## src/rtl/gracc_pkg.sv

```systemverilog
package gracc_pkg;

  localparam int AddrW   = 64;
  localparam int PermW   = 3;
  localparam int SlotW   = 4;
  localparam int CountW  = 5;
  localparam int StatusW = 2;

  typedef enum logic [0:0] {
    OP_CHECK = 1'b0,
    OP_WRITE = 1'b1
  } op_e;

  typedef enum logic [StatusW-1:0] {
    ST_OK       = 2'd0,
    ST_WRAP     = 2'd1,
    ST_DENIED   = 2'd2,
    ST_UNMAPPED = 2'd3
  } status_e;

  typedef enum logic [0:0] {
    CFG_REGION_COUNT = 1'b0,
    CFG_IMAGE_BASE   = 1'b1
  } cfg_idx_e;

  // Request payload, one field per input of the block.
  typedef struct packed {
    logic [0:0]       op;
    logic [AddrW-1:0] address;
    logic [AddrW-1:0] access_size;
    logic [PermW-1:0] permission;
    logic [SlotW-1:0] region_slot;
    logic [AddrW-1:0] region_start;
    logic [AddrW-1:0] region_length;
    logic [PermW-1:0] region_perms;
  } req_t;

  typedef struct packed {
    logic [StatusW-1:0] status;
    logic [AddrW-1:0]   byte_offset;
  } rsp_t;

  typedef struct packed {
    logic [0:0]       index;
    logic [AddrW-1:0] data;
  } cfg_t;

  // Item as it travels down the region walk.
  typedef struct packed {
    logic             wr;
    logic             done;
    status_e          status;
    logic [AddrW-1:0] addr;
    logic [AddrW-1:0] cursor;
    logic [AddrW-1:0] acc_end;
    logic [PermW-1:0] perm;
    logic [SlotW-1:0] slot;
    logic [AddrW-1:0] rstart;
    logic [AddrW:0]   rend;   // carry bit marks a region reaching the top
    logic [PermW-1:0] rperms;
  } walk_t;

endpackage

```

## src/rtl/gracc_back.sv

```systemverilog
module gracc_back import gracc_pkg::*; (
  input  logic             clk_i,
  input  logic             rst_ni,
  input  logic [AddrW-1:0] image_base_i,
  input  logic             in_valid_i,
  output logic             in_ready_o,
  input  walk_t            in_data_i,
  output logic             out_valid_o,
  input  logic             out_ready_i,
  output rsp_t             out_data_o
);

  logic    valid_q;
  rsp_t    rsp_q;
  rsp_t    rsp_d;
  status_e st;

  assign in_ready_o  = !valid_q || out_ready_i;
  assign out_valid_o = valid_q;
  assign out_data_o  = rsp_q;

  always_comb begin
    // a check still open after the last region ran out of table
    st = in_data_i.done ? in_data_i.status : ST_UNMAPPED;
    rsp_d.status      = st;
    rsp_d.byte_offset = (!in_data_i.wr && st == ST_OK) ?
                        in_data_i.addr - image_base_i : '0;
  end

  always_ff @(posedge clk_i or negedge rst_ni) begin
    if (!rst_ni) begin
      valid_q <= 1'b0;
    end else if (in_ready_o) begin
      valid_q <= in_valid_i;
    end
  end

  always_ff @(posedge clk_i) begin
    if (in_valid_i && in_ready_o) begin
      rsp_q <= rsp_d;
    end
  end

endmodule

```

## config.mk

```make
export PLATFORM = sky130hd
export DESIGN_NAME = gracc_back
export DESIGN_NICKNAME = d
export VERILOG_FILES = /design/src/rtl/gracc_pkg.sv /design/src/rtl/gracc_back.sv
export SDC_FILE = /design/constraint.sdc
export NUM_CORES = 1
export LEC_CHECK = 0
export CORE_AREA = 3 3 180 182
export DETAILED_ROUTE_END_ITERATION = 8
export DIE_AREA = 0 0 183 185
export DONT_BUFFER_PORTS = 1
export MAX_ROUTING_LAYER = met4
export PLACE_DENSITY_LB_ADDON = 0.2
export SYNTH_ARGS = -nofsm -noshare
export SYNTH_HDL_FRONTEND = slang
export SYNTH_SLANG_ARGS = --single-unit
```

## constraint.sdc

```tcl
create_clock -name clk_i -period 2.6 [get_ports clk_i]
set_input_delay 0.52 -clock clk_i [delete_from_list [all_inputs] [get_ports clk_i]]
set_output_delay 0.52 -clock clk_i [all_outputs]
set_load 0.01 [all_outputs]
```

; Word-level counts from Yosys, hierarchy flattened
; Index checks and enable logic that the tools add are counted.
[op_classes]
n_addsub = 1
mul = 0
div_mod_pow = 0
n_lt_le_gt_ge = 0
eq_ne = 0
shift = 0
muxes = 1
n_bitwise = 0
reduce_logical = 6
[ops]
columns = operator, n
row1 = subtractor 64 bit, 1
row2 = logical AND 1 bit, 2
row3 = logical NOT 1 bit, 2
row4 = logical NOT 2 bit, 1
row5 = 2-to-1 mux 2 bit, 1
row6 = logical OR 1 bit, 1
[totals]
reg_bits = 67
latch_bits = 0
ram_bits = 0
romBits = 0
inputBits = 403
elab_cells = 11
mem_count = 0

; Depth between registers and ports, before layout
[depth]
word_depth = 3
depth_mapped = 12

; Worst setup path before layout
; Ideal clock, no wire load.
[synth_timing]
path_type = input to register
start = in in_data_i[267] (netlist bit)
end = reg rsp_q, in the netlist out_data_o[58], data pin
setup_time_ps = 265
arrival_time_ps = 2699
required_ps = 2335
path_slack_ps = -364
stages = 11
n_path_buf = 0
cell_sequence = inv_1 ha_1 fa_1 nand2b_1 a21oi_1 o211ai_1 a311oi_2 o21ai_2 a2111oi_2 o21ai_0 nor3b_1
[synth_via]
elab_chain_len = 1
[synth_lines]
columns = element, line
row1 = from (decl), gracc_back.sv:7  ; input walk_t in_data_i,
row2 = subtractor 64 bit, gracc_back.sv:27  ; in_data_i.addr - image_base_i : '0;
row3 = to (signal assigned), gracc_back.sv:40  ; rsp_q <= rsp_d;
row4 = to (decl), gracc_back.sv:14  ; rsp_t rsp_q;
; No other way between the ends.
; A chain may end at the register's enable or synchronous reset.

; Worst setup path in the final report
; Ends and elaborated chain as after synthesis.

==> impl_metrics.yaml <==
routing:
  drcViolationCount: 0
  vias: 7028
  drt_iter0_drc: 366
  first_pass_iters: 5
  drt-total-wl_um: 28800
  antenna_left: 0
  wl_per_cell_um: 19.6
  detail_route.vias_per_cell: 4.78
status:
  violations: "negative setup slack"
  outcome: "finished, violations left"
die:
  core_area_um2: 30700
  die_w_um: 183
  die_area_um2: 33900
  ios: 471
  die_y_um: 185
  rows: 64
  start_util: 0.221
placement:
  io_buffers: 0
  postPlaceCellArea_um2: 9250
  dpl.hpwl_um: 23200
  gp_congestion: 0.892
worst_setup_path:
  critPathRequiredTime_ps: 2770
  endpoint_kind: "register"
  path_class: "in -> reg"
  cp_max_fo: 4
  cp_data_arrival_time_ps: 2810
  critPathLaunchType: "input port"
sta:
  skew_ps: 12.2
  tightest_slew_ps: 435
  relSlewSlack: 0.708
  setup_violations: 1
  final.setup.worst_slack_ps: -39.0
  rsz0062_at_grt: "true"
  fin_crit_sh: 1.01
  maxSlewViolCount: 0
  report.final.hold_viol_count: 0
  whs_ps: 281
  max_freq_mhz: 379
  period_minus_slack_ps: 2640
min_path:
  hold_path_class: "in -> reg"
synth:
  synth-edff-count: 66
  synthesis.area_um2: 6800
  yosys_warnings: 0
  synthTopCellsByArea: "edfxtp_1 (29%), ha_1 (12%), a21oi_1 (6.2%)"
  synthesis.nets: 1295
  syn-mean-instance-area_um2: 8.21
  ys_types: 72
  yosysTopAreaCell: "edfxtp_1"
  async_flop_share: 0.0149
  yosysTopAreaCellShare: 0.291
  ys.flop_type: "edfxtp_1"
  syn_inst: 828
  synth-seq-cells: 67
  seq_area_frac_synth: 0.295
clock_network:
  cts_buffer_depth: 2
  cts_root_buffer: "clkbuf_16"
  cts_buffers: 9
  cts_tree: "done"
  clkTransAtPathRegs_ps: 60
  clock_latency_ps: 360
  cts.sinks: 67
  h-tree-depth: 3
global_route:
  grt_pass1_wl_um: 41700
  first_global_vias: 6873
  grt_antenna_before_repair: 3
  grt_usage: 0.169
  grt_remaining_overflow: 0
  grt_max_degree: 67
cells_and_area:
  num-fill-cells: 3284
  layout-drive-gt1-share: 0.366
  finalInstanceArea_um2: 10100
  final_nets: 1533
  syn_to_final_growth_pct: 48.8
  final_util: 0.329
power_and_ir_drop:
  p_per_area_nw_per_um2: 436
  leakagePower_nw: 4.40
  vdd_ir_drop_max_mv: 0.286
job:
  cap_viol_max_count: 0
[where the power goes]
part | switching, mW | internal (mW) | leakage [nW] | total [mW]
registers | 0.0623 | 1.25 | 0.671 | 1.31
logic | 0.957 | 0.902 | 3.60 | 1.86
clock network | 0.593 | 0.651 | 0.124 | 1.24
[layout make-up]
cell class	instances	area, um^2	share of cell area
clock inverters	7	52.6	0.00519
flip-flops and latches	67	2010	0.198
clock buffers	9	225	0.0223
diodes	3	7.51	0.000742
repair buffers	258	1990	0.196
well taps	396	495	0.0490
inverters	81	334	0.0330
multi-input cells	649	5010	0.495
[worst paths after layout]
path                           startpoint  slack, ps             end  cells after the start
setup / recovery           in_data_i[267]        -40  out_data_o[58]                     13
hold / removal                 in_valid_i        280     out_valid_o                      1
setup reg to reg              out_valid_o       1060  out_data_o[29]                      3
hold reg to reg               out_valid_o        680     out_valid_o                      2
max in group asynchronous          rst_ni       2110     out_valid_o                      1
min in group asynchronous          rst_ni        380     out_valid_o                      1
[critical path: stages]
cell and delay, ps:
inv_8 10, ha_4 140, fa_2 340, nand2b_4 160, a21oi_4 140, o211ai_1 180, a311oi_2 250, buf_4 170
o21ai_4 60, buf_12 140, a2111oi_4 320, nor3_1 120, nor3b_4 240
[synthesized netlist by cell type, drive strengths merged, types with 6 or more instances]
cell and n:
nor3 35, and2 12, xnor2 21, and3 8, nand3 13, clkbuf 21, nand2 75, a21oi 86
o21a 17, nor2 74, o21ai 43, a211oi 7, inv 81, edfxtp 66, nand2b 16, buf 10
xor2 14, a31oi 6, a21o 29, mux2i 10, a21boi 8, or3 7, o21bai 21, ha 63
nand4 18, o211ai 10
[registers in the layout, indices dropped and copies added, names as in the netlist]
name         flops
out_valid_o      1
out_data_o      66
[cell families after synthesis]
logic type / Yosys count / share of synthesized area
compound gates: 262 / 0.264
flops: 67 / 0.295
simple gates: 278 / 0.198
mux: 10 / 0.0147
buf+inv: 112 / 0.0644
xor+xnor: 35 / 0.0451
fa+ha+maj: 64 / 0.119
[cell usage in the layout, fill, tap and decap left out, drive strengths merged, types with 29 or more instances in the layout]
master,count
nand2,75
nor2,74
inv,82
a21o,29
edfxtp,66
nor3,35
a21oi,86
o21ai,43
ha,63
buf,257
[through the flow]
stage | total power [mW] | worst slack, ps | setup TNS (ps) | instances
after CTS | 4.36 | -116 | -316 | 1459
after global routing | 4.67 | -130 | -567 | 1470
after global placement | 3.04 | -811 | -17480 | 1437
after detailed placement | 3.03 | -796 | -16990 | 1437
final | 4.41 | -39.0 | -39.0 | 1470
after floorplan | 2.27 | -271 | -678 | 828
[per-layer routing]
| layer | global-route usage | vias to the layer above | part of all wire |
|---|---|---|---|
| met2 | 0.239 | 207 | 0.41 |
| met3 | 0.0528 | 8 | 0.075 |
| li1 | - | 3494 | - |
| met1 | 0.238 | 3319 | 0.50 |
| met4 | 0.0326 | 0 | 0.0062 |
| met5 | - | - | 0 |
[what timing repair did]
item	CTS	global route
buffers inserted	5	10
resized for setup	30	77
endpoints found under the setup margin	28	36
cloned	0	0
hold endpoints to repair	1	0
pin swaps	22	34
hold buffers	1	0
(Power assumes the default switching activity.)
