### config.mk
export PLATFORM = sky130hd
export DESIGN_NAME = gracc_front
export DESIGN_NICKNAME = d
export VERILOG_FILES = /design/src/rtl/gracc_pkg.sv /design/src/rtl/gracc_front.sv
export SDC_FILE = /design/constraint.sdc
export NUM_CORES = 1
export LEC_CHECK = 0
export ABC_AREA = 1
export BUFFER_PORTS_ARGS = -buffer_cell sky130_fd_sc_hd__buf_2
export CAP_MARGIN = 20
export CELL_PAD_IN_SITES_DETAIL_PLACEMENT = 1
export CELL_PAD_IN_SITES_GLOBAL_PLACEMENT = 1
export CORE_MARGIN = 2
export CORE_UTILIZATION = 34
export DETAILED_ROUTE_END_ITERATION = 8
export HOLD_SLACK_MARGIN = 0.02
export PLACE_DENSITY_LB_ADDON = 0.12
export SLEW_MARGIN = 0
export SYNTH_ARGS = -nofsm -noshare
export SYNTH_HDL_FRONTEND = slang
export SYNTH_SLANG_ARGS = --single-unit
### constraint.sdc
create_clock -name clk_i -period 14.08 [get_ports clk_i]
set_input_delay 4.224 -clock clk_i [delete_from_list [all_inputs] [get_ports clk_i]]
set_output_delay 4.224 -clock clk_i [all_outputs]
set_load 0.02 [all_outputs]
### src/rtl/gracc_pkg.sv
package gracc_pkg;

  localparam int AddrW   = 64;
  localparam int PermW   = 3;
  localparam int SlotW   = 4;
  localparam int CountW  = 5;
  localparam int StatusW = 2;

  typedef enum logic [0:0] {
    OP_CHECK = 1'b0,
    OP_WRITE = 1'b1
  } op_e;

  typedef enum logic [StatusW-1:0] {
    ST_OK       = 2'd0,
    ST_WRAP     = 2'd1,
    ST_DENIED   = 2'd2,
    ST_UNMAPPED = 2'd3
  } status_e;

  typedef enum logic [0:0] {
    CFG_REGION_COUNT = 1'b0,
    CFG_IMAGE_BASE   = 1'b1
  } cfg_idx_e;

  // Request payload, one field per input of the block.
  typedef struct packed {
    logic [0:0]       op;
    logic [AddrW-1:0] address;
    logic [AddrW-1:0] access_size;
    logic [PermW-1:0] permission;
    logic [SlotW-1:0] region_slot;
    logic [AddrW-1:0] region_start;
    logic [AddrW-1:0] region_length;
    logic [PermW-1:0] region_perms;
  } req_t;

  typedef struct packed {
    logic [StatusW-1:0] status;
    logic [AddrW-1:0]   byte_offset;
  } rsp_t;

  typedef struct packed {
    logic [0:0]       index;
    logic [AddrW-1:0] data;
  } cfg_t;

  // Item as it travels down the region walk.
  typedef struct packed {
    logic             wr;
    logic             done;
    status_e          status;
    logic [AddrW-1:0] addr;
    logic [AddrW-1:0] cursor;
    logic [AddrW-1:0] acc_end;
    logic [PermW-1:0] perm;
    logic [SlotW-1:0] slot;
    logic [AddrW-1:0] rstart;
    logic [AddrW:0]   rend;   // carry bit marks a region reaching the top
    logic [PermW-1:0] rperms;
  } walk_t;

endpackage

### src/rtl/gracc_front.sv
module gracc_front import gracc_pkg::*; (
  input  logic  clk_i,
  input  logic  rst_ni,
  input  logic  in_valid_i,
  output logic  in_ready_o,
  input  req_t  in_data_i,
  output logic  out_valid_o,
  input  logic  out_ready_i,
  output walk_t out_data_o
);

  logic       valid_q;
  walk_t      item_q;
  walk_t      item_d;
  logic [AddrW:0] acc_sum;
  logic [AddrW:0] reg_sum;
  logic       is_wr;
  logic       zero_len;

  assign in_ready_o  = !valid_q || out_ready_i;
  assign out_valid_o = valid_q;
  assign out_data_o  = item_q;

  always_comb begin
    acc_sum  = {1'b0, in_data_i.address} + {1'b0, in_data_i.access_size};
    reg_sum  = {1'b0, in_data_i.region_start} + {1'b0, in_data_i.region_length};
    is_wr    = (in_data_i.op == OP_WRITE);
    zero_len = (in_data_i.access_size == '0);

    item_d.wr      = is_wr;
    // writes, empty accesses and wrapping ranges are settled here
    item_d.done    = is_wr || zero_len || acc_sum[AddrW];
    item_d.status  = (!is_wr && !zero_len && acc_sum[AddrW]) ? ST_WRAP : ST_OK;
    item_d.addr    = in_data_i.address;
    item_d.cursor  = in_data_i.address;
    item_d.acc_end = acc_sum[AddrW-1:0];
    item_d.perm    = in_data_i.permission;
    item_d.slot    = in_data_i.region_slot;
    item_d.rstart  = in_data_i.region_start;
    item_d.rend    = reg_sum;
    item_d.rperms  = in_data_i.region_perms;
  end

  always_ff @(posedge clk_i or negedge rst_ni) begin
    if (!rst_ni) begin
      valid_q <= 1'b0;
    end else if (in_ready_o) begin
      valid_q <= in_valid_i;
    end
  end

  always_ff @(posedge clk_i) begin
    if (in_valid_i && in_ready_o) begin
      item_q <= item_d;
    end
  end

endmodule

# ---- After elaboration in Yosys (flattened, before gate mapping)
# Index checks and enable logic that the tools add are counted.
dict set report word_totals {
  register_bits 272
  latch_bits 0
  ram_bits 0
  mem_bits_ro 0
  inputBits 271
  output_inout_bits 337
  elab_cells 24
  mem_count 0
}
dict set report classes {
  n_addsub 2
  n_mul 0
  div_mod_pow 0
  n_lt_le_gt_ge 0
  n_eq_ne 0
  shifts 0
  muxes 1
  bitwise 0
  reduce_logical 10
}
# cell n
set op_table {}
lappend op_table {{64-bit by 64-bit adder with 65-bit output} 2}
lappend op_table {{64-bit zero test} 1}
lappend op_table {{1-bit logical AND} 3}
lappend op_table {{1-bit zero test} 3}
lappend op_table {{1-bit logical OR} 3}
lappend op_table {{1-bit two-way mux} 1}

# ---- Logic depth before layout (Yosys ltp)
dict set report depth {
  ltp_word 5
  ltp_mapped 14
  mapped_depth_nobuf 14
}

# ---- Worst setup path after synthesis
# OpenSTA, ideal clock, no wires.
dict set report synth_timing {
  path_kind {input to register}
  start {input port in_valid_i}
  end {register item_q, in the netlist out_data_o[0], enable pin}
  setup_ns 0.992
  arrival_ns 17.210
  required_ns 13.088
  path_slack_ns -4.122
  path_stages 2
  n_path_buf 0
  path_cell_list {inv_1 a21oi_1}
}
dict set report synth_via {
  elab_chain_len 1
}
# item line
set synth_rtl {}
lappend synth_rtl {{start: declaration} gracc_front.sv:4} ;# input logic in_valid_i,
lappend synth_rtl {{1-bit logical AND} gracc_front.sv:53} ;# if (in_valid_i && in_ready_o) begin
lappend synth_rtl {{end signal: assignment} gracc_front.sv:54} ;# item_q <= item_d;
lappend synth_rtl {{end: declaration} gracc_front.sv:13} ;# walk_t item_q;
# No other way between the ends.
# A chain may end at the register's enable or synchronous reset.

# ---- Final worst setup path
dict set report layout_timing {
  start {input port out_ready_i}
  end {output port in_ready_o}
}
dict set report layout_via {
  elab_chain_len 1
}
# item line
set layout_rtl {}
lappend layout_rtl {{start: declaration} gracc_front.sv:8} ;# input logic out_ready_i,
lappend layout_rtl {{1-bit logical OR} gracc_front.sv:20} ;# assign in_ready_o = !valid_q || out_ready_i;
lappend layout_rtl {{end: declaration} gracc_front.sv:5} ;# output logic in_ready_o,
# No other way between the ends.

==> metrics.cfg <==
[global_routing]
grt-ovfl-total = 0
grt_pass1_wl_um = 122000
grt_pass1_vias = 21600
antenna_found_initial = 2
grt_max_degree = 149
track_usage_pct = 25.2

[cts]
cts_made_buffers = 36
clock_path_buffers = 3
insertion_delay_ns = 0.58
cts.clk_slew.worst_paths_ns = 0.05
cts_hold_buf = 0
htreeDepth = 2
cts_setup_buffers = 0
cts-resized-gates = 0
clockRootBuffer = clkbuf_16
cts_tree = done
clock-sinks = 271

[place]
io_buffers = 606
dpl.hpwl_um = 68900
gp_congestion = 0.888
post-place-cells = 4299

[synthesis]
synth_seq_area_share_pct = 39.2
ys.flop_type = edfxtp_1
yosysMostFrequentCell = nand2_1
yosys_warnings = 0
synth_top_area_share_pct = 39.0
syn_inst = 2973
yosys.area.top_type = edfxtp_1
synth_area_leaders = edfxtp_1, nand2_1, inv_1
syn_nets = 3374
syn_avg_cell_area_um2 = 6.99
synth_area_um2 = 20800
synth_edf_count = 270
yosys-top-cells-count = nand2_1, inv_1, edfxtp_1
synth.distinct_cells = 31
async_flop_share_pct = 0.369
synth-seq-cells = 271

[min_path]
hold_path_class = reg2reg

[routing]
viasPerCell = 4.69
drtPass1Iterations = 6
drtIter0Drc = 810
post-route-drc-count = 0
drtAntennaViolNets = 0
routed-via-count = 20500
wire_per_inst_um = 18.4
routed_wl_um = 80500

[layout]
layout-area-overhead-vs-synth_pct = 22.6
fin_cells = 4365
nNetsFinal = 3956
layout-drive-gt1-share_pct = 21.9

[critical_path]
critical_path.cell_chain = buf_2, inv_1, nand2_1, buf_2
crit_family = buffers and inverters
start_kind = input pin
cp_max_fo = 2
worstSetupPathType = in2out
max_stage_delay_ns = 0.16
r2r_setup_slack_ns = 11.55
slowest_stage = buf_2
cp.required_ns = 9.86
cp-end-kind = primary output
arrival_ns = 4.67
crit_buf_inv = 3
cp_common_cell = buf_2

[run_status]
status = finished clean

[timing]
tns_ns = 0
finalClockSkew_ns = 0.0292
clock.fmax_mhz = 112
slew_violations = 0
max-slew-margin-rel_pct = 28.5
period_needed_ns = 8.90
setup_violations = 0
worst_pin_slew_ns = 1.07
hold_viol_final = 0
fin_crit_sh_pct = 63.2
rsz0062_at_grt = no

[pwr]
cellPowerDensity_nw_per_um2 = 105
power_leakage_nw = 14.2
vdd_ir_drop_max_mv = 0.0980

[floorplan]
coreArea_um2 = 60400
boundaryPins = 608
die-area_um2 = 63100
start_util_pct = 34.4
die_y_um = 251
die_w_um = 251
fp-row-count = 90

[job]
cap_violations = 0

==> worst reg2reg max path, stage by stage (launching register included) <==
cell     delay [ns]
dfrtp_1        0.42
a21oi_4        0.15
buf_4          0.59
buf_4          0.88
==> flip-flops by register name (all words and copies together) (netlist names) <==
register	count
out_data_o	270
out_valid_o	1
==> layout by cell type (no fill, tap or decap), types with 6 or more instances in the layout <==
cell / instances
clkinv_1: 9
inv_1: 633
nor4_1: 7
nor2_2: 48
clkbuf_16: 36
nand2_1: 1213
o21ai_0: 7
nand2_2: 33
ha_1: 128
nor2_1: 205
nand3_2: 15
clkbuf_1: 11
a21oi_1: 90
nor3_1: 20
edfxtp_1: 270
nor3_2: 6
nand3_1: 100
nand4_1: 30
xor2_1: 62
inv_2: 14
buf_2: 606
==> stage by stage <==
| stage | total power, mW | hold WS (ns) | setup WS, ns | util (%) | area (um2) |
|---|---|---|---|---|---|
| after global placement | 1.79 | 0.566 | 5.18 | 40.3 | 24300 |
| after floorplan | 1.52 | 0.784 | 1.46 | - | 20800 |
| after CTS | 2.72 | 0.609 | 5.17 | 42.2 | 25500 |
| final | 2.68 | 0.597 | 5.18 | 42.2 | 25500 |
| after detailed placement | 1.80 | 0.597 | 5.18 | 40.3 | 24300 |
| after global routing | 2.83 | 0.631 | 5.15 | 42.2 | 25500 |
==> report_power, final <==
part	internal (mW)	total, mW	switching (mW)	leakage [nW]
logic	0.234	0.776	0.542	11.1
clock network	0.516	0.906	0.390	0.538
registers	0.981	1.00	0.0213	2.59
total	1.73	2.68	0.953	14.2
==> cell type report <==
type / count / area [um2]
tap: 782 / 978
inverter: 652 / 2450
sequential: 271 / 8130
clock buffer: 47 / 942
antenna: 1 / 2.50
fill: 7940 / 34900
timing repair buffer: 609 / 3070
multi-input combinational: 1985 / 9720
clock inverter: 18 / 184
==> logic make-up after synthesis <==
kind of cell | count (synthesis) | share of synthesized area [%]
xor+xnor | 62 | 2.61
buf+inv | 717 | 14.1
compound gates | 102 | 2.51
fa+ha+maj | 130 | 7.90
simple gates | 1690 | 33.7
other cells | 1 | 0.0181
flops | 271 | 39.2
==> worst paths after layout <==
kind	depth (start not counted)	endpoint	start
worst max-delay path	4	in_ready_o	out_ready_i
worst min-delay path	2	out_valid_o	out_valid_o
worst max register to register	3	out_data_o[53]	out_valid_o
worst min register to register	2	out_valid_o	out_valid_o
max in group asynchronous	1	out_valid_o	rst_ni
min in group asynchronous	1	out_valid_o	rst_ni
==> routing by layer <==
metal  vias to the layer above  share of wire, %  track usage (%)
li1                      10200                 -                -
met1                      9687                42             29.8
met2                       462                51             46.6
met3                       105               4.4             3.75
met4                         0               3.0             7.79
met5                         -                 0                0
(Power assumes the default switching activity.)
