### config.mk
export PLATFORM = sky130hd
export DESIGN_NAME = gracc_cell
export DESIGN_NICKNAME = d
export VERILOG_FILES = /design/src/rtl/gracc_pkg.sv /design/src/rtl/gracc_cell.sv
export SDC_FILE = /design/constraint.sdc
export NUM_CORES = 1
export LEC_CHECK = 0
export BUFFER_PORTS_ARGS = -buffer_cell sky130_fd_sc_hd__clkbuf_2
export CAP_MARGIN = 5
export CORE_AREA = 2 2 265 267
export DETAILED_ROUTE_END_ITERATION = 8
export DIE_AREA = 0 0 267 269
export SETUP_SLACK_MARGIN = 0.5
export SYNTH_ARGS = -nofsm -noshare
export SYNTH_HDL_FRONTEND = slang
export SYNTH_SLANG_ARGS = --single-unit
### constraint.sdc
create_clock -name clk_i -period 15 [get_ports clk_i]
set_input_delay 0.75 -clock clk_i [delete_from_list [all_inputs] [get_ports clk_i]]
set_output_delay 0.75 -clock clk_i [all_outputs]
set_load 0.1 [all_outputs]
### src/rtl/gracc_pkg.sv
package gracc_pkg;

  localparam int AddrW   = 64;
  localparam int PermW   = 3;
  localparam int SlotW   = 4;
  localparam int CountW  = 5;
  localparam int StatusW = 2;

  typedef enum logic [0:0] {
    OP_CHECK = 1'b0,
    OP_WRITE = 1'b1
  } op_e;

  typedef enum logic [StatusW-1:0] {
    ST_OK       = 2'd0,
    ST_WRAP     = 2'd1,
    ST_DENIED   = 2'd2,
    ST_UNMAPPED = 2'd3
  } status_e;

  typedef enum logic [0:0] {
    CFG_REGION_COUNT = 1'b0,
    CFG_IMAGE_BASE   = 1'b1
  } cfg_idx_e;

  // Request payload, one field per input of the block.
  typedef struct packed {
    logic [0:0]       op;
    logic [AddrW-1:0] address;
    logic [AddrW-1:0] access_size;
    logic [PermW-1:0] permission;
    logic [SlotW-1:0] region_slot;
    logic [AddrW-1:0] region_start;
    logic [AddrW-1:0] region_length;
    logic [PermW-1:0] region_perms;
  } req_t;

  typedef struct packed {
    logic [StatusW-1:0] status;
    logic [AddrW-1:0]   byte_offset;
  } rsp_t;

  typedef struct packed {
    logic [0:0]       index;
    logic [AddrW-1:0] data;
  } cfg_t;

  // Item as it travels down the region walk.
  typedef struct packed {
    logic             wr;
    logic             done;
    status_e          status;
    logic [AddrW-1:0] addr;
    logic [AddrW-1:0] cursor;
    logic [AddrW-1:0] acc_end;
    logic [PermW-1:0] perm;
    logic [SlotW-1:0] slot;
    logic [AddrW-1:0] rstart;
    logic [AddrW:0]   rend;   // carry bit marks a region reaching the top
    logic [PermW-1:0] rperms;
  } walk_t;

endpackage

### src/rtl/gracc_cell.sv
module gracc_cell import gracc_pkg::*; #(
  parameter int IDX = 0
) (
  input  logic              clk_i,
  input  logic              rst_ni,
  input  logic [CountW-1:0] region_count_i,
  input  logic              in_valid_i,
  output logic              in_ready_o,
  input  walk_t             in_data_i,
  output logic              out_valid_o,
  input  logic              out_ready_i,
  output walk_t             out_data_o
);

  logic             valid_q;
  walk_t            item_q;
  walk_t            item_d;
  logic [AddrW-1:0] start_q;
  logic [AddrW:0]   end_q;
  logic [PermW-1:0] perm_q;
  logic             active;
  logic             skip;
  logic             take;
  logic             hit_slot;

  assign in_ready_o  = !valid_q || out_ready_i;
  assign out_valid_o = valid_q;
  assign out_data_o  = item_q;
  assign take        = in_valid_i && in_ready_o;
  assign active      = int'(region_count_i) > IDX;
  assign hit_slot    = int'(in_data_i.slot) == IDX;

  always_comb begin
    item_d = in_data_i;
    skip   = end_q <= {1'b0, in_data_i.cursor};
    if (!in_data_i.wr && !in_data_i.done && active && !skip) begin
      priority if (start_q > in_data_i.cursor) begin
        item_d.done   = 1'b1;
        item_d.status = ST_UNMAPPED;
      end else if ((perm_q & in_data_i.perm) != in_data_i.perm) begin
        item_d.done   = 1'b1;
        item_d.status = ST_DENIED;
      end else if ({1'b0, in_data_i.acc_end} <= end_q) begin
        item_d.cursor = in_data_i.acc_end;
        item_d.done   = 1'b1;
        item_d.status = ST_OK;
      end else begin
        item_d.cursor = end_q[AddrW-1:0];
      end
    end
  end

  always_ff @(posedge clk_i or negedge rst_ni) begin
    if (!rst_ni) begin
      valid_q <= 1'b0;
    end else if (in_ready_o) begin
      valid_q <= in_valid_i;
    end
  end

  // Table entry lives in its own stage; a write lands as it passes, so
  // checks ahead of it keep the old entry and checks behind see the new one.
  always_ff @(posedge clk_i) begin
    if (take) begin
      item_q <= item_d;
    end
    if (take && in_data_i.wr && hit_slot) begin
      start_q <= in_data_i.rstart;
      end_q   <= in_data_i.rend;
      perm_q  <= in_data_i.rperms;
    end
  end

endmodule

Word level (Yosys, flattened, before mapping)
Index checks and enable logic that the tools add are counted.

Register bits: 468. Input port bits: 344. Bits in read-only memories: 0. Bits in latches: 0. Word-level logic and storage cells: 41. RAM bits: 0. Output and inout bits: 337. Memories kept: 0.

Multiplexer cells: 8. $mul: 0. Add/sub/neg operators: 0. Shifts and indexed selects: 0. Reduce and logical (&&, ||, !) cells: 12. Order comparisons: 4. Equal/unequal tests: 1. Bitwise operators: 1. Divide/modulo/power cells: 0.

Operator list (count): 2-to-1 mux 64 bit (4); <= comparator 64 x 65 -> 1 bit (1); <= comparator 65 x 64 -> 1 bit (1); greater-than comparator 64 bit (1); 2-to-1 mux 3 bit (4); logical AND 1 bit (6); greater-than comparator 5 x 1 -> 1 bit, second input constant (1); logical NOT 1 bit (4); logical NOT 4 bit (1); AND 3 bit (1); inequality test 3 bit (1); logical OR 1 bit (1).

Logic depth before layout (Yosys ltp)
Gate-level depths: netlist of the first run.

Depth after elaboration: 5. Depth in mapped cells: 13. Mapped depth without buffers: 10.

Least setup slack after synthesis of the first run
OpenSTA, ideal clock, no wires.

Kind: flip-flop to flip-flop. Start: register valid_q (netlist: out_valid_o). End: register end_q[0], enable pin. Data arrival time: 13.128 ns. Cell stages (with the launch flop): 4. Library setup time: 0.508 ns. Slack: 1.364 ns. Buffers on the path: 0. Required time: 14.492 ns. Clock period less this slack: 13.636 ns. Cells stage by stage: dfrtp_1 -> nand2b_1 -> and2_1 -> and3_1.

Word-level cells in the longest chain between the ends: 5.

Ends and longest elaborated chain: start, declared (line gracc_cell.sv:15) `logic valid_q;`; start signal, assigned (line gracc_cell.sv:57) `valid_q <= in_valid_i;`; logical NOT 1 bit (line gracc_cell.sv:26) `assign in_ready_o = !valid_q || out_ready_i;`; logical OR 1 bit (line gracc_cell.sv:26); named net in_ready_o (line gracc_cell.sv:8) `output logic in_ready_o,`; logical AND 1 bit (line gracc_cell.sv:29) `assign take = in_valid_i && in_ready_o;`; named net take (line gracc_cell.sv:23) `logic take;`; logical AND 1 bit (2 in series) (line gracc_cell.sv:67) `if (take && in_data_i.wr && hit_slot) begin`; end signal, assigned (line gracc_cell.sv:69) `end_q <= in_data_i.rend;`; end, declared (line gracc_cell.sv:19) `logic [AddrW:0] end_q;`.

The timed path passes the listed nets, and every way through them passes these cells. A chain may end at the register's enable or synchronous reset.

==> flow_metrics.env, run 1 <==
export IMPL_ir_worst_vdd_mv=0.0875
export IMPL_synth_cell_types=52
export IMPL_fin_crit_sh_pct=28.1
export IMPL_cts_tree="yes"
export IMPL_start_util_pct=29.3
export IMPL_drive_gt1_share_pct=37.9
export IMPL_port_buffers=680
export IMPL_hold_class="input pin to flop"
export IMPL_avgSynthCellArea_um2=16.0
export IMPL_cts_root_buf="clkbuf_16"
export IMPL_drt_iter0_drc=796
export IMPL_yosysWarnings=0
export IMPL_reg2reg_from="end_q[38]"
export IMPL_cts_sinks=468
export IMPL_dp_hpwl_um=51500
export IMPL_grt_pass1_vias=14000
export IMPL_pwr_density_cell_nw_per_um2=129
export IMPL_synth_async_sr_flop_share_pct=0.214
export IMPL_tns_ns=0
export IMPL_clk_pin_slew_ns=0.07
export IMPL_final_design_area_no_fill_um2=26600
export IMPL_cts_buffers=52
export IMPL_finalNonFillerCells=2981
export IMPL_max_clock_path_buffers=3
export IMPL_synth_edf_count=467
export IMPL_nets=2534
export IMPL_ios=681
export IMPL_synth_seq_area_share_pct=69.2
export IMPL_num_vias=13500
export IMPL_grt_first_pass_wirelength_um=90000
export IMPL_grt_setup_unrepaired="no"
export IMPL_dpl_cell_count=2883
export IMPL_synth_main_ff_cell="edfxtp_1"
export IMPL_critPathLaunch="end_q[38]"
export IMPL_crit_type="flop to flop"
export IMPL_syn_num_nets=1805
export IMPL_dr_pass1_iters=5
export IMPL_p_leak_uw=0.0116
export IMPL_wl_per_cell_um=21.6
export IMPL_globalRouteOverflowTotal=0
export IMPL_cts_htree_levels=2
export IMPL_netlist_area_um2=20300
export IMPL_synth_seq_cells=468
export IMPL_crit_fanout=40
export IMPL_core_um2=69300
export IMPL_drtAntennaViolNets=0
export IMPL_worstPathRequired_ns=15.29
export IMPL_globalplace_congestion=0.849
export IMPL_start_kind="flop"
export IMPL_die_area_um2=71800
export IMPL_grtUsageTotal_pct=17.2
export IMPL_run_status="finished clean"
export IMPL_endpoint_kind="flop"
export IMPL_rows=97
export IMPL_postCtsSetupBuffers=0
export IMPL_viasPerCell=4.53
export IMPL_min_from="in_data_i[267]"
export IMPL_tightestPinTransition_ns=1.03
export IMPL_max_freq_ghz=0.238
export IMPL_drc=0
export IMPL_clock_skew_ns=0.0255
export IMPL_fp_dieH_um=269
export IMPL_fin_ws_ns=10.79
export IMPL_antenna_found_initial=4
export IMPL_hold_worst_slack_ns=0.338
export IMPL_period_minus_slack_ns=4.21
export IMPL_slew_headroom_pct=31.2
export IMPL_ctsResizeCount=0
export IMPL_hold_viol=0
export IMPL_synth_cells=1269
export IMPL_drv_cap=0
export IMPL_routed_wl_um=64500
export IMPL_pre_cts_ws_ns=10.15
export IMPL_worst_skew_pair_late_latency_ns=0.59
export IMPL_placed_area_um2=24800
export IMPL_worstPathArrival_ns=4.50
export IMPL_n_fill_cell=6554
export IMPL_die_w_um=267
export IMPL_setup_viol=0
export IMPL_area_delta_synth_final_pct=30.8
export IMPL_grt_start_max_net_pins=73
export IMPL_drv_slew=0
metrics by stage:
| step | total power (µW) | util (%) |
|---|---|---|
| 2_1_floorplan | 2020 | - |
| 3_3_place_gp | 2160 | 35.8 |
| 3_5_place_dp | 2160 | 35.8 |
| 4_1_cts | 3480 | 38.3 |
| 5_1_grt | 3550 | 38.3 |
| 6_report | 3430 | 38.3 |
placed cells by master, fill, tap and decap left out, types with 7 or more instances in the layout:
cell       count
a21oi_1       68
nand2_1       40
clkbuf_2     680
clkbuf_16     53
nand4_1       40
a21o_1        25
mux2i_1      126
a211oi_1       9
clkbuf_1      12
bufinv_16      7
ha_1         192
o21ai_0       31
nor3_1        10
buf_4          9
nor2_1        19
clkinv_1       9
inv_1        143
edfxtp_1     467
cell usage after synthesis, types with 2 or more instances:
library cell	instances	area, µm²
a211o_1	4	35.0
a211oi_1	9	67.6
a21o_1	25	188
a21oi_1	68	340
a21oi_2	2	17.5
a221o_1	2	20.0
a221oi_1	4	35.0
and2_1	3	18.8
and3_1	3	18.8
and4_1	6	52.6
buf_2	4	20.0
buf_6	10	113
edfxtp_1	467	14000
ha_1	192	2400
inv_1	143	537
mux2i_1	126	1260
nand2_1	40	150
nand2b_1	5	31.3
nand3_1	4	20.0
nand4_1	40	250
nand4b_1	2	17.5
nor2_1	19	71.3
nor2b_1	4	25.0
nor3_1	10	50.1
nor4_1	6	37.5
o211ai_1	4	30.0
o21a_1	6	45.0
o21ai_0	31	155
o221ai_1	4	35.0
o22ai_1	2	12.5
or4_1	3	22.5
registers in the layout, indices dropped and copies added (netlist names):
register / cells
start_q: 64
out_valid_o: 1
end_q: 65
perm_q: 3
out_data_o: 335
kinds of logic after synthesis:
group | after synthesis | synth area share (%)
AO/OA/AOI/OAI | 172 | 5.31
adder cells (fa/ha/maj) | 192 | 11.8
buffers and inverters | 158 | 3.33
flip-flops | 468 | 69.2
multiplexers | 127 | 6.27
AND/OR/NAND/NOR | 152 | 4.09
cell type report:
class                   count  area, µm²  area share, %
clock inverters            31        352           1.32
flip-flops and latches    468      14000           52.9
inverters                 143        537           2.02
well taps                 940       1180           4.43
multi-input cells         643       5600           21.1
diodes                      1       2.50        0.00942
repair buffers            690       3480           13.1
clock buffers              65       1370           5.16
worst paths after layout:
kind,endpoint,slack [ns],depth (start not counted)
max in group asynchronous,out_valid_o,14.42,2
max,out_data_o[211],10.79,11
min in group asynchronous,out_valid_o,0.50,2
min reg2reg,out_valid_o,0.54,2
min,out_data_o[267],0.34,1
max reg2reg,out_data_o[211],10.79,11
layer usage:
metal / wire [µm] / global-route usage, % / vias to the layer above
met3: 4040 / 4.03 / 89
li1: - / - / 6365
met4: 1620 / 5.09 / 6
met2: 32500 / 29.9 / 484
met1: 26300 / 21.1 / 6557
met5: 29 / 0 / -
power by group:
group          total [µW]  switching (µW)  internal (µW)
clock network        1300             532            771
registers            1520            16.4           1510
logic                 606             502            104
total                3430            1050           2380
what timing repair did:
action                                  in CTS  in global routing
hold buffers                                 1                  0
endpoints found under the setup margin       0                  0
hold endpoints to repair                     1                  0
worst max-delay path: stages (launching register included):
cell      delay (ns)
edfxtp_1        0.41
inv_1           0.06
ha_1            0.29
nand4_1         0.18
nor4_1          0.52
nand4_1         0.23
nor4_1          0.30
and4_1          0.26
or2_4           0.46
buf_4           0.69
mux2i_1         0.28
mux2i_1         0.11
No activity file was read; power rests on OpenSTA's default activity.
==> run 2, diff against run 1 <==
Clock period 15 ns to 3.5 ns, I/O delays scaled along.
==> run 2 against run 1 <==
  * Non-clock buffer count grew 376
  * Largest cell class unchanged
  * Cell count grew 13%
  * Final area grew 16%
  * First-iteration DRC count grew 8.8%
  * Highest routed layer unchanged
  * Sequential power grew to 4.3 times the previous value
==> flow_metrics.env, run 2 (same netlist as run 1, synthesis figures left out) <==
export IMPL_run_status="finished clean"
export IMPL_num_vias=15300
export IMPL_grt_pass1_vias=15800
export IMPL_p_leak_uw=0.0134
export IMPL_clk_pin_slew_ns=0.07
export IMPL_antenna_found_initial=3
export IMPL_drv_slew=0
export IMPL_fp_dieH_um=269
export IMPL_endpoint_kind="flop"
export IMPL_die_area_um2=71800
export IMPL_worstPathRequired_ns=3.82
export IMPL_r2r_setup_slack_ns=0.29
export IMPL_period_minus_slack_ns=3.21
export IMPL_cts_tree="yes"
export IMPL_hold_depth=3
export IMPL_max_clock_path_buffers=3
export IMPL_fin_ws_ns=0.291
export IMPL_crit_type="flop to flop"
export IMPL_hold_worst_slack_ns=0.0366
export IMPL_final_cell_mix="clkbuf_2 (680), edfxtp_1 (467), dlygate4sd3_1 (326), ha_1 (183), inv_1 (140)"
export IMPL_rows=97
export IMPL_core_um2=69300
export IMPL_pre_cts_ws_ns=-0.177
export IMPL_final_design_area_no_fill_um2=30800
export IMPL_p_int_uw=10300
export IMPL_slew_headroom_pct=40.7
export IMPL_nets=2910
export IMPL_die_w_um=267
export IMPL_cts_htree_levels=2
export IMPL_viasPerCell=4.56
export IMPL_drive_gt1_share_pct=36.2
export IMPL_ir_worst_vdd_mv=0.371
export IMPL_worst_skew_pair_late_latency_ns=0.59
export IMPL_start_kind="flop"
export IMPL_port_buffers=680
export IMPL_start_util_pct=29.3
export IMPL_reg2reg_from="end_q[10]"
export IMPL_hold_class="input pin to flop"
export IMPL_cts_sinks=468
export IMPL_largest_register_ffs=335
export IMPL_dr_pass1_iters=7
export IMPL_placed_area_um2=25100
export IMPL_r2r_end="out_data_o[333]"
export IMPL_dp_hpwl_um=51400
export IMPL_wl_per_cell_um=21.3
export IMPL_clock_skew_ns=0.0224
export IMPL_drtAntennaViolNets=0
export IMPL_pwr_density_cell_nw_per_um2=486
export IMPL_seqPwrFrac_pct=43.5
export IMPL_switching_power_uw=4680
export IMPL_globalplace_congestion=0.872
export IMPL_cts_buffers=52
export IMPL_cts_root_buf="clkbuf_16"
export IMPL_hold_viol=0
export IMPL_min_to="out_data_o[218]"
export IMPL_crit_fanout=6
export IMPL_switching_share_pct=31.2
export IMPL_clock_power_share_pct=36.5
export IMPL_grtUsageTotal_pct=18.6
export IMPL_area_delta_synth_final_pct=51.9
export IMPL_globalRouteOverflowTotal=0
export IMPL_drc=0
export IMPL_tightestPinTransition_ns=0.889
export IMPL_setup_viol=0
export IMPL_worstPathArrival_ns=3.53
export IMPL_ios=681
export IMPL_n_fill_cell=6134
export IMPL_max_freq_ghz=0.312
export IMPL_power_frac_comb_pct=20.0
export IMPL_grt_setup_unrepaired="yes"
export IMPL_drv_cap=0
export IMPL_reg2reg_depth=12
export IMPL_min_from="in_data_i[154]"
export IMPL_fin_crit_sh_pct=91.7
export IMPL_grt_start_max_net_pins=112
export IMPL_final_common_cell="clkbuf_2"
export IMPL_drt_iter0_drc=866
export IMPL_routed_wl_um=71500
export IMPL_grt_first_pass_wirelength_um=98800
==> run 2: what timing repair did <==
action | 4_1_cts | 5_1_grt
pin swaps | 12 | 8
hold buffers | 326 | 0
endpoints found under the hold margin | 454 | 0
endpoints found under the setup margin | 67 | 67
resized for setup | 35 | 38
gates cloned | 2 | 7
setup buffers | 11 | 15
==> run 2: how the worst max path moves through the flow <==
stage,slack [ns],to,start,depth (start not counted)
floorplan,-2.38,end_q[0],out_valid_o,3
global placement,-0.20,out_data_o[227],in_data_i[227],12
detailed placement,-0.18,out_data_o[231],in_data_i[227],12
CTS,0.23,out_data_o[244],end_q[38],12
global route,0.15,out_data_o[240],start_q[57],12
finish,0.29,out_data_o[333],end_q[10],12
==> run 2: per-stage QoR <==
stage                     setup TNS [ns]  power (µW)  instances  util, %
after global placement            -10.86        9260       2899     36.2
after global routing                   0       15500       3355     44.5
after floorplan                  -414.46        8590       1269        -
after CTS                              0       15100       3332     43.8
final                                  0       15000       3356     44.5
after detailed placement           -8.77        9280       2899     36.2
==> run 2: power by group through the flow <==
stage	registers (µW)	logic [µW]	clock network [µW]
final	6530	3000	5480
after global routing	6540	3130	5790
after CTS	6530	2960	5590
after detailed placement	6640	2640	0
after global placement	6640	2620	0
after floorplan	8200	396	0
==> run 2: metal layers <==
metal | part of all wire [%] | GRT usage, %
met2 | 52 | 33.6
met3 | 6.0 | 4.16
met4 | 2.4 | 5.12
met1 | 40 | 22.3
met5 | 0.038 | 0
==> run 2: worst max-delay path, cell delays in order (launching register included) <==
cell,delay (ns)
edfxtp_1,0.36
inv_1,0.08
ha_4,0.27
nand4_1,0.14
or4_4,0.59
a211o_1,0.27
nand4_1,0.21
a211oi_2,0.11
or2_4,0.29
buf_12,0.16
buf_6,0.14
o31ai_2,0.23
nand2b_1,0.08
==> run 2: cell type report <==
type / instances / area, µm² / area share [%]
diodes: 2 / 5.00 / 0.0162
flip-flops and latches: 468 / 14100 / 45.6
clock buffers: 59 / 1350 / 4.37
clock inverters: 35 / 317 / 1.03
well taps: 940 / 1180 / 3.81
multi-input cells: 643 / 5930 / 19.2
repair buffers: 1066 / 7480 / 24.2
inverters: 143 / 537 / 1.74
